--- src/rtl/tkhq_pkg.sv ---
// Package of the two-key min-heap queue: field widths, entry type, codes.
// No dependencies.
`default_nettype none

package tkhq_pkg;

    localparam int CAPACITY_DEF = 64;

    localparam int CMD_W  = 2;
    localparam int PRIO_W = 8;
    localparam int LEN_W  = 16;
    localparam int TAG_W  = 16;
    localparam int STAT_W = 2;
    localparam int OCC_W  = 7;

    localparam logic [CMD_W-1:0] CMD_ENQ = 2'd0;
    localparam logic [CMD_W-1:0] CMD_DEQ = 2'd1;
    localparam logic [CMD_W-1:0] CMD_CLR = 2'd2;

    localparam logic [STAT_W-1:0] STAT_DONE  = 2'd0;
    localparam logic [STAT_W-1:0] STAT_FULL  = 2'd1;
    localparam logic [STAT_W-1:0] STAT_EMPTY = 2'd2;

    typedef struct packed {
        logic [PRIO_W-1:0] prio;
        logic [LEN_W-1:0]  len;
        logic [TAG_W-1:0]  tag;
    } entry_t;

    localparam int ENTRY_W = $bits(entry_t);

endpackage

`default_nettype wire

--- src/rtl/tkhq_ifs.sv ---
// Request and response channel interfaces of the heap queue.
// Depends on tkhq_pkg for field widths.
`default_nettype none

interface tkhq_req_if;
    logic                        valid;
    logic                        ready;
    logic [tkhq_pkg::CMD_W-1:0]  command;
    logic [tkhq_pkg::PRIO_W-1:0] priority_req;
    logic [tkhq_pkg::LEN_W-1:0]  length;
    logic [tkhq_pkg::TAG_W-1:0]  tag;

    modport source (output valid, command, priority_req, length, tag, input ready);
    modport sink   (input valid, command, priority_req, length, tag, output ready);
endinterface

interface tkhq_rsp_if;
    logic                        valid;
    logic                        ready;
    logic [tkhq_pkg::STAT_W-1:0] status;
    logic                        head_valid;
    logic [tkhq_pkg::PRIO_W-1:0] head_priority;
    logic [tkhq_pkg::LEN_W-1:0]  head_length;
    logic [tkhq_pkg::TAG_W-1:0]  head_tag;
    logic [tkhq_pkg::OCC_W-1:0]  occupancy;

    modport source (output valid, status, head_valid, head_priority, head_length,
                    head_tag, occupancy, input ready);
    modport sink   (input valid, status, head_valid, head_priority, head_length,
                    head_tag, occupancy, output ready);
endinterface

`default_nettype wire

--- src/rtl/tkhq_ram.sv ---
// Generic single-write, single-read RAM with registered read data.
// No dependencies.
`default_nettype none

module tkhq_ram #(
    parameter int WIDTH = 8,
    parameter int DEPTH = 16
) (
    input  wire logic                     clk,
    input  wire logic                     we,
    input  wire logic [$clog2(DEPTH)-1:0] waddr,
    input  wire logic [WIDTH-1:0]         wdata,
    input  wire logic                     re,
    input  wire logic [$clog2(DEPTH)-1:0] raddr,
    output      logic [WIDTH-1:0]         rdata
);

    logic [WIDTH-1:0] mem [DEPTH];

    always_ff @(posedge clk)
    begin
        if (we)
        begin
            mem[waddr] <= wdata;
        end
        if (re)
        begin
            rdata <= mem[raddr];
        end
    end

endmodule

`default_nettype wire

--- src/rtl/tkhq_rank_cmp.sv ---
// Shared two-key rank comparator: priority first, then length, smaller first.
// Depends on tkhq_pkg for the entry type.
`default_nettype none

module tkhq_rank_cmp (
    input  wire tkhq_pkg::entry_t a,
    input  wire tkhq_pkg::entry_t b,
    output      logic             a_first
);

    // Strict order: equal keys do not rank first.
    always_comb
    begin
        if (a.prio != b.prio)
        begin
            a_first = (a.prio < b.prio);
        end
        else
        begin
            a_first = (a.len < b.len);
        end
    end

endmodule

`default_nettype wire

--- src/rtl/two_key_min_heap_queue_unit.sv ---
// Two-key binary min-heap priority queue: sequencer, heap RAM and shared comparator.
// Depends on tkhq_pkg, tkhq_ifs, tkhq_ram and tkhq_rank_cmp.
//
// Usage:
//   req carries one command per request: enqueue (priority_req, length, tag),
//   dequeue head, or clear. Commands are taken one at a time; req.ready is high
//   only while the sequencer idles. Every request gives exactly one response on
//   rsp: status (done, enqueue dropped because full, dequeue on empty), the head
//   entry after the command (zeros with head_valid low when empty) and occupancy.
// Sequence: clear, no-op, dropped enqueue, dequeue on empty or down to empty
//   go straight to the response. Enqueue climbs from the new tail slot: read
//   the parent, compare, move the parent down into the hole, until the entry no
//   longer ranks first or reaches the root. Dequeue reads the tail, then per level
//   reads the left child and the right child if present, picks the smaller and lifts
//   it while it ranks before the tail entry. With one read port and one comparator,
//   each level needs its reads issued and compared in turn.
// Reset: rst_n clears the entry count, the sequencer and the response valid;
//   heap RAM contents are not cleared, since only slots below the count are read.
// Stall: the response waits in an output register; the next request is taken
//   meanwhile, and its result holds in the sequencer until rsp is taken.
`default_nettype none

module two_key_min_heap_queue_unit #(
    parameter int CAPACITY = tkhq_pkg::CAPACITY_DEF
) (
    input  wire logic       clk,
    input  wire logic       rst_n,
    tkhq_req_if.sink        req,
    tkhq_rsp_if.source      rsp
);

    localparam int AW = $clog2(CAPACITY);
    localparam int CW = $clog2(CAPACITY + 1);
    localparam int IW = AW + 2;
    localparam int XW = (CW > tkhq_pkg::OCC_W) ? CW : tkhq_pkg::OCC_W;

    localparam logic [3:0] S_IDLE     = 4'd0;
    localparam logic [3:0] S_UP_RD    = 4'd1;
    localparam logic [3:0] S_UP_CMP   = 4'd2;
    localparam logic [3:0] S_DN_TAIL  = 4'd3;
    localparam logic [3:0] S_DN_LEFT  = 4'd4;
    localparam logic [3:0] S_DN_RIGHT = 4'd5;
    localparam logic [3:0] S_DN_CHILD = 4'd6;
    localparam logic [3:0] S_DN_MOVE  = 4'd7;
    localparam logic [3:0] S_FINISH   = 4'd8;

    // Control state
    logic [3:0]              state_reg, state_next;
    logic [CW-1:0]           cnt_reg, cnt_next;
    logic                    out_valid_reg, out_valid_next;

    // Working payload
    logic [AW-1:0]           pos_reg, pos_next;
    logic [AW-1:0]           pick_idx_reg, pick_idx_next;
    tkhq_pkg::entry_t        cur_reg, cur_next;
    tkhq_pkg::entry_t        left_reg, left_next;
    tkhq_pkg::entry_t        pick_reg, pick_next;
    tkhq_pkg::entry_t        head_reg;
    logic [tkhq_pkg::STAT_W-1:0] status_reg, status_next;

    // Response register
    logic [tkhq_pkg::STAT_W-1:0] out_status_reg;
    logic                        out_head_valid_reg;
    tkhq_pkg::entry_t            out_head_reg;
    logic [tkhq_pkg::OCC_W-1:0]  out_occ_reg;
    logic                        out_load;

    // RAM port and comparator
    logic                    ram_we;
    logic [AW-1:0]           ram_waddr;
    tkhq_pkg::entry_t        ram_wdata;
    logic                    ram_re;
    logic [AW-1:0]           ram_raddr;
    tkhq_pkg::entry_t        ram_rdata;
    tkhq_pkg::entry_t        cmp_a, cmp_b;
    logic                    cmp_a_first;

    // Index arithmetic
    logic [AW-1:0]           pos_m1;
    logic [AW-1:0]           parent_idx;
    logic [IW-1:0]           left_idx;
    logic [IW-1:0]           right_idx;
    logic [IW-1:0]           cnt_ext;
    logic [CW-1:0]           cnt_m1;
    logic [XW-1:0]           cnt_x;
    logic                    req_fire;
    tkhq_pkg::entry_t        req_entry;

    tkhq_ram #(
        .WIDTH (tkhq_pkg::ENTRY_W),
        .DEPTH (CAPACITY)
    ) u_heap_ram (
        .clk   (clk),
        .we    (ram_we),
        .waddr (ram_waddr),
        .wdata (ram_wdata),
        .re    (ram_re),
        .raddr (ram_raddr),
        .rdata (ram_rdata)
    );

    tkhq_rank_cmp u_rank_cmp (
        .a       (cmp_a),
        .b       (cmp_b),
        .a_first (cmp_a_first)
    );

    assign pos_m1     = pos_reg - AW'(1);
    assign parent_idx = AW'(pos_m1 >> 1);
    assign left_idx   = {1'b0, pos_reg, 1'b1};
    assign right_idx  = left_idx + IW'(1);
    assign cnt_ext    = IW'(cnt_reg);
    assign cnt_m1     = cnt_reg - CW'(1);
    assign cnt_x      = XW'(cnt_reg);

    assign req_fire  = req.valid && req.ready;
    assign req_entry = '{prio: req.priority_req, len: req.length, tag: req.tag};

    assign req.ready = (state_reg == S_IDLE);
    assign out_load  = (state_reg == S_FINISH) && (!out_valid_reg || rsp.ready);

    // Route the shared comparator by sequencer step.
    always_comb
    begin
        case (state_reg)
            S_UP_CMP:
            begin
                cmp_a = cur_reg;
                cmp_b = ram_rdata;
            end
            S_DN_CHILD:
            begin
                cmp_a = left_reg;
                cmp_b = ram_rdata;
            end
            default:
            begin
                cmp_a = pick_reg;
                cmp_b = cur_reg;
            end
        endcase
    end

    // Sequencer: the moving entry stays in cur_reg and is written once it settles.
    always_comb
    begin
        state_next    = state_reg;
        cnt_next      = cnt_reg;
        pos_next      = pos_reg;
        pick_idx_next = pick_idx_reg;
        cur_next      = cur_reg;
        left_next     = left_reg;
        pick_next     = pick_reg;
        status_next   = status_reg;
        ram_we        = 1'b0;
        ram_waddr     = pos_reg;
        ram_wdata     = cur_reg;
        ram_re        = 1'b0;
        ram_raddr     = parent_idx;

        case (state_reg)
            S_IDLE:
            begin
                if (req_fire)
                begin
                    status_next = tkhq_pkg::STAT_DONE;
                    state_next  = S_FINISH;
                    case (req.command)
                        tkhq_pkg::CMD_ENQ:
                        begin
                            if (cnt_reg == CW'(CAPACITY))
                            begin
                                status_next = tkhq_pkg::STAT_FULL;
                            end
                            else
                            begin
                                cur_next   = req_entry;
                                pos_next   = cnt_reg[AW-1:0];
                                cnt_next   = cnt_reg + CW'(1);
                                state_next = S_UP_RD;
                            end
                        end
                        tkhq_pkg::CMD_DEQ:
                        begin
                            if (cnt_reg == '0)
                            begin
                                status_next = tkhq_pkg::STAT_EMPTY;
                            end
                            else
                            begin
                                cnt_next = cnt_m1;
                                if (cnt_m1 != '0)
                                begin
                                    // Fetch the tail entry to refill the root.
                                    ram_re     = 1'b1;
                                    ram_raddr  = cnt_m1[AW-1:0];
                                    state_next = S_DN_TAIL;
                                end
                            end
                        end
                        tkhq_pkg::CMD_CLR:
                        begin
                            cnt_next = '0;
                        end
                        default:
                        begin
                            status_next = tkhq_pkg::STAT_DONE;
                        end
                    endcase
                end
            end
            S_UP_RD:
            begin
                if (pos_reg == '0)
                begin
                    ram_we     = 1'b1;
                    state_next = S_FINISH;
                end
                else
                begin
                    ram_re     = 1'b1;
                    ram_raddr  = parent_idx;
                    state_next = S_UP_CMP;
                end
            end
            S_UP_CMP:
            begin
                ram_we = 1'b1;
                if (cmp_a_first)
                begin
                    // Move the parent down into the hole and climb.
                    ram_wdata  = ram_rdata;
                    pos_next   = parent_idx;
                    state_next = S_UP_RD;
                end
                else
                begin
                    state_next = S_FINISH;
                end
            end
            S_DN_TAIL:
            begin
                cur_next   = ram_rdata;
                pos_next   = '0;
                state_next = S_DN_LEFT;
            end
            S_DN_LEFT:
            begin
                if (left_idx >= cnt_ext)
                begin
                    ram_we     = 1'b1;
                    state_next = S_FINISH;
                end
                else
                begin
                    ram_re     = 1'b1;
                    ram_raddr  = left_idx[AW-1:0];
                    state_next = S_DN_RIGHT;
                end
            end
            S_DN_RIGHT:
            begin
                left_next = ram_rdata;
                if (right_idx < cnt_ext)
                begin
                    ram_re     = 1'b1;
                    ram_raddr  = right_idx[AW-1:0];
                    state_next = S_DN_CHILD;
                end
                else
                begin
                    pick_next     = ram_rdata;
                    pick_idx_next = left_idx[AW-1:0];
                    state_next    = S_DN_MOVE;
                end
            end
            S_DN_CHILD:
            begin
                // Equal children: take the right one.
                if (cmp_a_first)
                begin
                    pick_next     = left_reg;
                    pick_idx_next = left_idx[AW-1:0];
                end
                else
                begin
                    pick_next     = ram_rdata;
                    pick_idx_next = right_idx[AW-1:0];
                end
                state_next = S_DN_MOVE;
            end
            S_DN_MOVE:
            begin
                ram_we = 1'b1;
                if (cmp_a_first)
                begin
                    // Lift the smaller child into the hole and descend.
                    ram_wdata  = pick_reg;
                    pos_next   = pick_idx_reg;
                    state_next = S_DN_LEFT;
                end
                else
                begin
                    state_next = S_FINISH;
                end
            end
            S_FINISH:
            begin
                if (out_load)
                begin
                    state_next = S_IDLE;
                end
            end
            default:
            begin
                state_next = S_IDLE;
            end
        endcase
    end

    // Drop the response valid once taken; raise it when a result is loaded.
    always_comb
    begin
        out_valid_next = out_valid_reg;
        if (rsp.ready)
        begin
            out_valid_next = 1'b0;
        end
        if (out_load)
        begin
            out_valid_next = 1'b1;
        end
    end

    always_ff @(posedge clk or negedge rst_n)
    begin
        if (!rst_n)
        begin
            state_reg     <= S_IDLE;
            cnt_reg       <= '0;
            out_valid_reg <= 1'b0;
        end
        else
        begin
            state_reg     <= state_next;
            cnt_reg       <= cnt_next;
            out_valid_reg <= out_valid_next;
        end
    end

    always_ff @(posedge clk)
    begin
        pos_reg      <= pos_next;
        pick_idx_reg <= pick_idx_next;
        cur_reg      <= cur_next;
        left_reg     <= left_next;
        pick_reg     <= pick_next;
        status_reg   <= status_next;
        // Shadow the root slot so the head is at hand without a RAM read.
        if (ram_we && (ram_waddr == '0))
        begin
            head_reg <= ram_wdata;
        end
        if (out_load)
        begin
            out_status_reg     <= status_reg;
            out_head_valid_reg <= (cnt_reg != '0);
            out_head_reg       <= (cnt_reg != '0) ? head_reg : '0;
            out_occ_reg        <= cnt_x[tkhq_pkg::OCC_W-1:0];
        end
    end

    assign rsp.valid         = out_valid_reg;
    assign rsp.status        = out_status_reg;
    assign rsp.head_valid    = out_head_valid_reg;
    assign rsp.head_priority = out_head_reg.prio;
    assign rsp.head_length   = out_head_reg.len;
    assign rsp.head_tag      = out_head_reg.tag;
    assign rsp.occupancy     = out_occ_reg;

endmodule

`default_nettype wire

--- src/flat_wrapper.sv ---
// flat-port wrapper written by rule: the top's interface ports become plain ports
module two_key_min_heap_queue_unit_flat 
#(
    parameter int CAPACITY = tkhq_pkg::CAPACITY_DEF
)
  (clk, rst_n, req_valid, req_command, req_priority_req, req_length, req_tag, req_ready, rsp_valid, rsp_status, rsp_head_valid, rsp_head_priority, rsp_head_length, rsp_head_tag, rsp_occupancy, rsp_ready);
  tkhq_req_if req_i ();
  tkhq_rsp_if rsp_i ();
  input  wire logic clk;
  input  wire logic rst_n;
  input wire logic [$bits(req_i.valid)-1:0] req_valid;
  input wire logic [$bits(req_i.command)-1:0] req_command;
  input wire logic [$bits(req_i.priority_req)-1:0] req_priority_req;
  input wire logic [$bits(req_i.length)-1:0] req_length;
  input wire logic [$bits(req_i.tag)-1:0] req_tag;
  output wire logic [$bits(req_i.ready)-1:0] req_ready;
  output wire logic [$bits(rsp_i.valid)-1:0] rsp_valid;
  output wire logic [$bits(rsp_i.status)-1:0] rsp_status;
  output wire logic [$bits(rsp_i.head_valid)-1:0] rsp_head_valid;
  output wire logic [$bits(rsp_i.head_priority)-1:0] rsp_head_priority;
  output wire logic [$bits(rsp_i.head_length)-1:0] rsp_head_length;
  output wire logic [$bits(rsp_i.head_tag)-1:0] rsp_head_tag;
  output wire logic [$bits(rsp_i.occupancy)-1:0] rsp_occupancy;
  input wire logic [$bits(rsp_i.ready)-1:0] rsp_ready;
  assign req_i.valid = req_valid;
  assign req_i.command = req_command;
  assign req_i.priority_req = req_priority_req;
  assign req_i.length = req_length;
  assign req_i.tag = req_tag;
  assign req_ready = req_i.ready;
  assign rsp_valid = rsp_i.valid;
  assign rsp_status = rsp_i.status;
  assign rsp_head_valid = rsp_i.head_valid;
  assign rsp_head_priority = rsp_i.head_priority;
  assign rsp_head_length = rsp_i.head_length;
  assign rsp_head_tag = rsp_i.head_tag;
  assign rsp_occupancy = rsp_i.occupancy;
  assign rsp_i.ready = rsp_ready;
  two_key_min_heap_queue_unit #(.CAPACITY(CAPACITY)) u_core (.clk(clk), .rst_n(rst_n), .req(req_i), .rsp(rsp_i));
endmodule
--- config.mk ---
export PLATFORM = sky130hd
export DESIGN_NAME = two_key_min_heap_queue_unit_flat
export DESIGN_NICKNAME = d
export VERILOG_FILES = /design/src/rtl/tkhq_pkg.sv /design/src/rtl/tkhq_ifs.sv /design/src/rtl/tkhq_ram.sv /design/src/rtl/tkhq_rank_cmp.sv /design/src/rtl/two_key_min_heap_queue_unit.sv /design/src/flat_wrapper.sv
export SDC_FILE = /design/constraint.sdc
export NUM_CORES = 2
export LEC_CHECK = 0
export ABC_AREA = 1
export BUFFER_PORTS_ARGS = -buffer_cell sky130_fd_sc_hd__buf_4
export CAP_MARGIN = 20
export CORE_AREA = 2 2 461 463
export DETAILED_ROUTE_END_ITERATION = 8
export DIE_AREA = 0 0 463 465
export PLACE_DENSITY = 0.76
export SLEW_MARGIN = 30
export SYNTH_ARGS = -nofsm -noshare
export SYNTH_HDL_FRONTEND = slang
export SYNTH_SLANG_ARGS = --single-unit
export TNS_END_PERCENT = 10
--- constraint.sdc ---
create_clock -name clk -period 6.26 [get_ports clk]
set_clock_uncertainty 0.2 [all_clocks]
set_input_delay 0.313 -clock clk [delete_from_list [all_inputs] [get_ports clk]]
set_output_delay 0.313 -clock clk [all_outputs]
set_load 0.03 [all_outputs]
=== Word level (Yosys, flattened, before mapping) ===
Memories as Yosys holds them, arrays and structs flattened. A register that Yosys moved wholly into a read port is not among the register bits.
Cells that the tools add are included.
Widths: inputs -> output; s select.

* Add/subtract/negate cells: 4
* $lt $le $gt $ge: 4
* Equal/unequal tests: 21
* Multiplexer cells: 62
* Reduce and logical (&&, ||, !) cells: 24

{| class="wikitable"
|+ Operator list
! kind !! count
|-
| $mux 40 || 8
|-
| $pmux 40 s2 || 4
|-
| $mux 6 || 13
|-
| $mux 4 || 9
|-
| $pmux 4 s9 || 1
|-
| $pmux 6 s4 || 1
|-
| $pmux 7 s3 || 1
|-
| $pmux 6 s3 || 1
|-
| $eq 4x3->1 const B || 4
|-
| $lt 16x16->1 || 1
|-
| $mux 1 || 16
|-
| $mux 7 || 2
|-
| $reduce_bool 7->1 || 2
|-
| $ne 2x2->1 const B || 6
|-
| $pmux 6 s2 || 1
|-
| $add 7x1->8 const B || 1
|-
| $eq 4x2->1 const B || 2
|-
| $lt 8x7->1 || 1
|-
| $lt 8x8->1 || 1
|-
| $ne 8x8->1 || 1
|-
| $pmux 4 s2 || 1
|-
| $add 7x1->7 const B || 1
|-
| $eq 7x7->1 const B || 1
|-
| $ge 7x7->1 || 1
|-
| 26 further kinds || 35
|}

* Flip-flop bits (word level): 236
* Bits in writable memories: 2560
* Output and inout bits: 52
* Logic and storage cells: 140
* Memories: 1

{| class="wikitable"
|+ Memory list
! name !! depth !! width !! read ports !! clocked after Yosys merged registers in !! write ports !! RTL line !! text
|-
| u_core.u_heap_ram.mem || 64 || 40 || 1 || 1 || 1 || tkhq_ram.sv:18 || <nowiki>logic [WIDTH-1:0] mem [DEPTH];</nowiki>
|}

=== Longest topological paths before layout ===
* Word-level depth: 7
* Gate-level depth with buffers: 29

=== Modules after synthesis ===
Synthesis repeated with hierarchy kept, for this count alone.

* Cells, all modules: 9804
* Area total of the unflattened synthesis: 116052.6 um^2

{| class="wikitable"
|+ By module, submodules not included
! module !! times used !! cells an instance !! area an instance (um^2) !! seq. area each (um^2)
|-
| tkhq_ram || 1 || 8445 || 103535.5 || 78074.9
|-
| two_key_min_heap_queue_unit || 1 || 1261 || 11896.4 || 7026.7
|-
| tkhq_rank_cmp || 1 || 98 || 620.6 || 0.0
|}

=== Worst setup path after synthesis ===
OpenSTA, ideal clock, no wires.

* Kind: reg2reg
* Start: register u_core.state_reg[0]
* End: register u_core.head_reg[16] in the netlist's numbering, data pin
* Library setup time: 0.548 ns
* Data arrival time: 4.735 ns
* Data required time: 5.512 ns
* Setup slack: 0.778 ns
* Cell stages (with the launch flop): 19
* Path buffers: 2
* Period minus slack after synthesis: 5.482 ns
* Cell sequence: dfrtp_1 inv_1 nand2_1 nor2_1 inv_1 clkbuf_1 o22ai_1 a21oi_1 ha_1 nand2_1 inv_1 nand3_1 nor3_1 o2111ai_1 a21o_1 nand2_1 nand2_1 clkbuf_1 o211ai_1

{| class="wikitable"
|+ RTL lines
! element !! RTL line !! text
|-
| start, declared || two_key_min_heap_queue_unit.sv:48 || <nowiki>logic [3:0] state_reg, state_next;</nowiki>
|-
| start signal, assigned || two_key_min_heap_queue_unit.sv:345 || <nowiki>state_reg <= state_next;</nowiki>
|-
| end signal, assigned || two_key_min_heap_queue_unit.sv:362 || <nowiki>head_reg <= ram_wdata;</nowiki>
|-
| end, declared || two_key_min_heap_queue_unit.sv:58 || <nowiki>tkhq_pkg::entry_t head_reg;</nowiki>
|}

=== Worst setup path in the final report ===
* Start: register u_core.pos_reg[3]
* End: register u_core.u_heap_ram.rdata[9] (read register of u_core.u_heap_ram.mem), data pin

* Cells in the longest elaborated chain, start to end: 6
* Elaborated cells on any way between the ends: 16
* Classes of those cells: 2 x add/sub; 2 x order compare; 11 x mux; 1 x reduce/logical

{| class="wikitable"
|+ RTL lines
! element !! RTL line !! text
|-
| start, declared || two_key_min_heap_queue_unit.sv:53 || <nowiki>logic [AW-1:0] pos_reg, pos_next;</nowiki>
|-
| start signal, assigned || two_key_min_heap_queue_unit.sv:353 || <nowiki>pos_reg <= pos_next;</nowiki>
|-
| branches (longest 6 deep; another with $add 7x1->8) || n/a ||
|-
| end, declared || tkhq_ram.sv:15 || <nowiki>output logic [WIDTH-1:0] rdata</nowiki>
|}

Several ways; the timed one is not identified.
A chain may end at the register's enable or synchronous reset.

==> results.txt <==
----------------------------------------------------
[Route]
  Detailed-routing iteration count for the pre-antenna-repair pass ... 8
  ANT nets after route ... 0
  Total vias in the final route ... 89300
  DRT Wirelength ... 363 mm
  Number of DRC violations after detailed routing ... 0
  Detailed Route Iter0 Violations ... 14800
  Drt wl/cell ... 25.3 um
  Vias per Instance ... 6.24

[Global routing]
  GR Util met1 ... 44.7%
  Grt met2 use ... 51.5%
  Wire length of the first global-routing pass ... 536 mm
  Global route total overflow ... 0
  Maximum number of pins on one net before global-route repair ... 171
  All-Layer GR Usage ... 33.1%
  Number of global-route vias before repair ... 85400
  M3 GR Usage ... 7.48%
  Number of antenna violations at the first check in global routing ... 11
  Busiest metal layer after global routing ... met2

[Worst setup path]
  Critical path fanouts, max ... 167
  Capturing element type of the critical path ... flip-flop
  Startpoint kind of the worst setup timing path ... flip-flop
  Worst Path Required ... 6.70 ns
  Reg-to-reg slack, setup ... 0.39 ns
  Signal arrival time at the worst endpoint ... 6.31 ns
  Class of the most critical setup path ... reg -> reg

[Synth]
  Total number of yosys warnings ... 0
  Cell variety after synth ... 49
  Post-synth design cell area ... 126000 um2
  Synthesized flop and latch total ... 2836
  Count of flip-flops with a built-in enable after synthesis ... 2824
  Mean cell area of the mapped netlist ... 11.2 um2
  Post-synthesis async set-or-reset flop share ... 0.423%
  Net count after synthesis ... 11400
  Sequential-to-total area share from yosys stat ... 67.7%
  Gate Count Post-Synth ... 11300
  Most used DFF post-synth ... edfxtp_1

[Placement]
  Number of buffer cells added on primary ports ... 97
  Placed inst area ... 130000 um2
  Last weighted congestion value of the routability-driven placer ... 0.943
  Final HPWL from detailed placement ... 195 mm

[Die]
  Area of the die ... 215000 um2
  Die outline height ... 465 um
  Count of standard-cell rows ... 169
  Count of pins on the block boundary ... 98
  Area of the core region ... 211000 um2
  Die extent in x ... 463 um
  Initial Util ... 59.7%

[Status]
  Run status ... finished clean

[Finish]
  Fraction of final layout cells with drive strength greater than 1 ... 7.92%
  Number of nets at the end of the flow ... 11400
  FILL cells ... 14700
  Area delta synth->final ... 11.2%
  Register ranked first by flip-flop count ... u_core.u_heap_ram.mem
  Non-Filler Cell Area, Final ... 140000 um2
  Max FFs per register ... 2560

[STA]
  Tightest Pin Transition ... 1.04 ns
  Max-slew violation total from the final report ... 0
  Setup-violating endpoint count in the final report ... 0
  Final critical-path share of the clock period ... 93.8%
  Hold slack ... 0.0357 ns
  Final hold vios ... 0
  TNS Setup ... 0 ns
  Slew Limit Headroom ... 30.4%
  Minimum clock period after layout ... 5.87 ns
  Maximum operating frequency ... 0.170 GHz

[Clock network]
  Clock transition at path regs ... 0.06 ns
  Clock latency reported for the late side of the worst-skew pair ... 0.96 ns
  Number of setup buffers added after CTS ... 0
  TritonCTS clock tree ... done
  Number of buffers added by the clock tree synthesis step ... 301
  H-Tree Level Count ... 5
  Bufs on Longest Clock Path ... 4
  Root cell of the clock tree ... clkbuf_16
  CTS sink cnt ... 2836

[Worst hold path]
  Worst min-delay path category ... in -> reg

[Flow run]
  Max Cap Viol ... 0

----------------------------------------------------
## per-stage QoR
stage                     worst slack, ns  cells  util (%)
after detailed placement            0.534  13700      61.6
after global routing             -0.00446  14300      66.4
after CTS                           0.499  14300      66.3
after floorplan                     0.778  11300         -
final                               0.388  14300      66.4
after global placement              0.573  13700      61.6
## layer usage
layer | vias up | routed length [um]
met2 | 6499 | 165000
met5 | - | 125
met1 | 42800 | 131000
met4 | 6 | 17500
met3 | 1093 | 48500
li1 | 38800 | -
## critical path, stage by stage (launching register included)
cell and delay [ns]:
edfxtp_1 0.55, clkinvlp_4 0.28, nor2_1 0.22, inv_1 0.27, o221ai_1 0.29, inv_1 0.06
ha_1 0.26, inv_1 0.07, o211ai_1 0.10, inv_1 0.06, nand2_1 0.08, nand2_1 0.10
nand2_1 0.06, nand2_1 0.10, nand3_4 0.40, nand2_8 0.48, buf_12 0.63, nand2_1 0.12
nand3_1 0.11, nand3_1 0.09, nand3_1 0.13, nand3_1 0.14, nand3_1 0.37, nand2_1 0.18
## cells by family (layout without fill, tap and decap cells)
group / after synthesis / in the layout / share of synthesized area (%)
flops: 2836 / 2836 / 67.7
simple gates: 5740 / 5741 / 22.8
buf+inv: 2386 / 2599 / 7.82
fa+ha+maj: 45 / 45 / 0.448
compound gates: 259 / 259 / 1.23
xor+xnor: 9 / 9 / 0.0627
other cells: 0 / 4 / 0
## synthesized netlist by cell type (45+ instances only)
cell | n | area [um2]
nand3_1 | 2796 | 14000
buf_2 | 402 | 2010
nand3b_1 | 916 | 6880
nand2_1 | 1836 | 6890
edfxtp_1 | 2824 | 84800
a21oi_1 | 57 | 285
o21ai_0 | 109 | 546
clkbuf_1 | 191 | 717
buf_1 | 74 | 278
ha_1 | 45 | 563
nor2_1 | 145 | 544
inv_1 | 1621 | 6080
buf_4 | 63 | 473
## placed cells by master, fill, tap and decap left out, drive strengths merged, types with 41 or more instances in the layout
master,n
edfxtp,2824
nand3,2798
nand2,1840
inv,1631
nand3b,916
buf,389
clkbuf,355
nor2,154
clkinv,126
o21ai,112
dlygate4sd3,65
a21oi,59
ha,45
o211ai,41
## what timing repair did
action	in CTS	in global routing
hold endpoints to repair	76	0
endpoints found under the setup margin	0	7
hold buffers	65	0
gates resized for setup	0	4
## final timing paths
path | startpoint | endpoint | depth (start not counted)
min | req_tag[13] | u_core.cur_reg[13] | 4
min reg2reg | u_core.status_reg[0] | u_core.rsp.status[0] | 0
min in group asynchronous | rst_n | u_core.cnt_reg[5] | 3
max reg2reg | u_core.pos_reg[3] | u_core.u_heap_ram.rdata[9] | 23
max in group asynchronous | rst_n | u_core.state_reg[0] | 3
max | u_core.pos_reg[3] | u_core.u_heap_ram.rdata[9] | 23
## layout make-up
| class | count | area [um2] | area share (%) |
|---|---|---|---|
| antenna | 4 | 10.0 | 0.00715 |
| clock buffer | 355 | 7930 | 5.66 |
| clock inverter | 153 | 1310 | 0.934 |
| inverter | 1637 | 6180 | 4.42 |
| multi-input combinational | 6054 | 31300 | 22.4 |
| sequential | 2836 | 85100 | 60.8 |
| tap | 2821 | 3530 | 2.52 |
| timing repair buffer | 454 | 4570 | 3.27 |
Power is not shown: default switching activity piles up to over one toggle a cycle in this logic, so the estimate is an artifact.
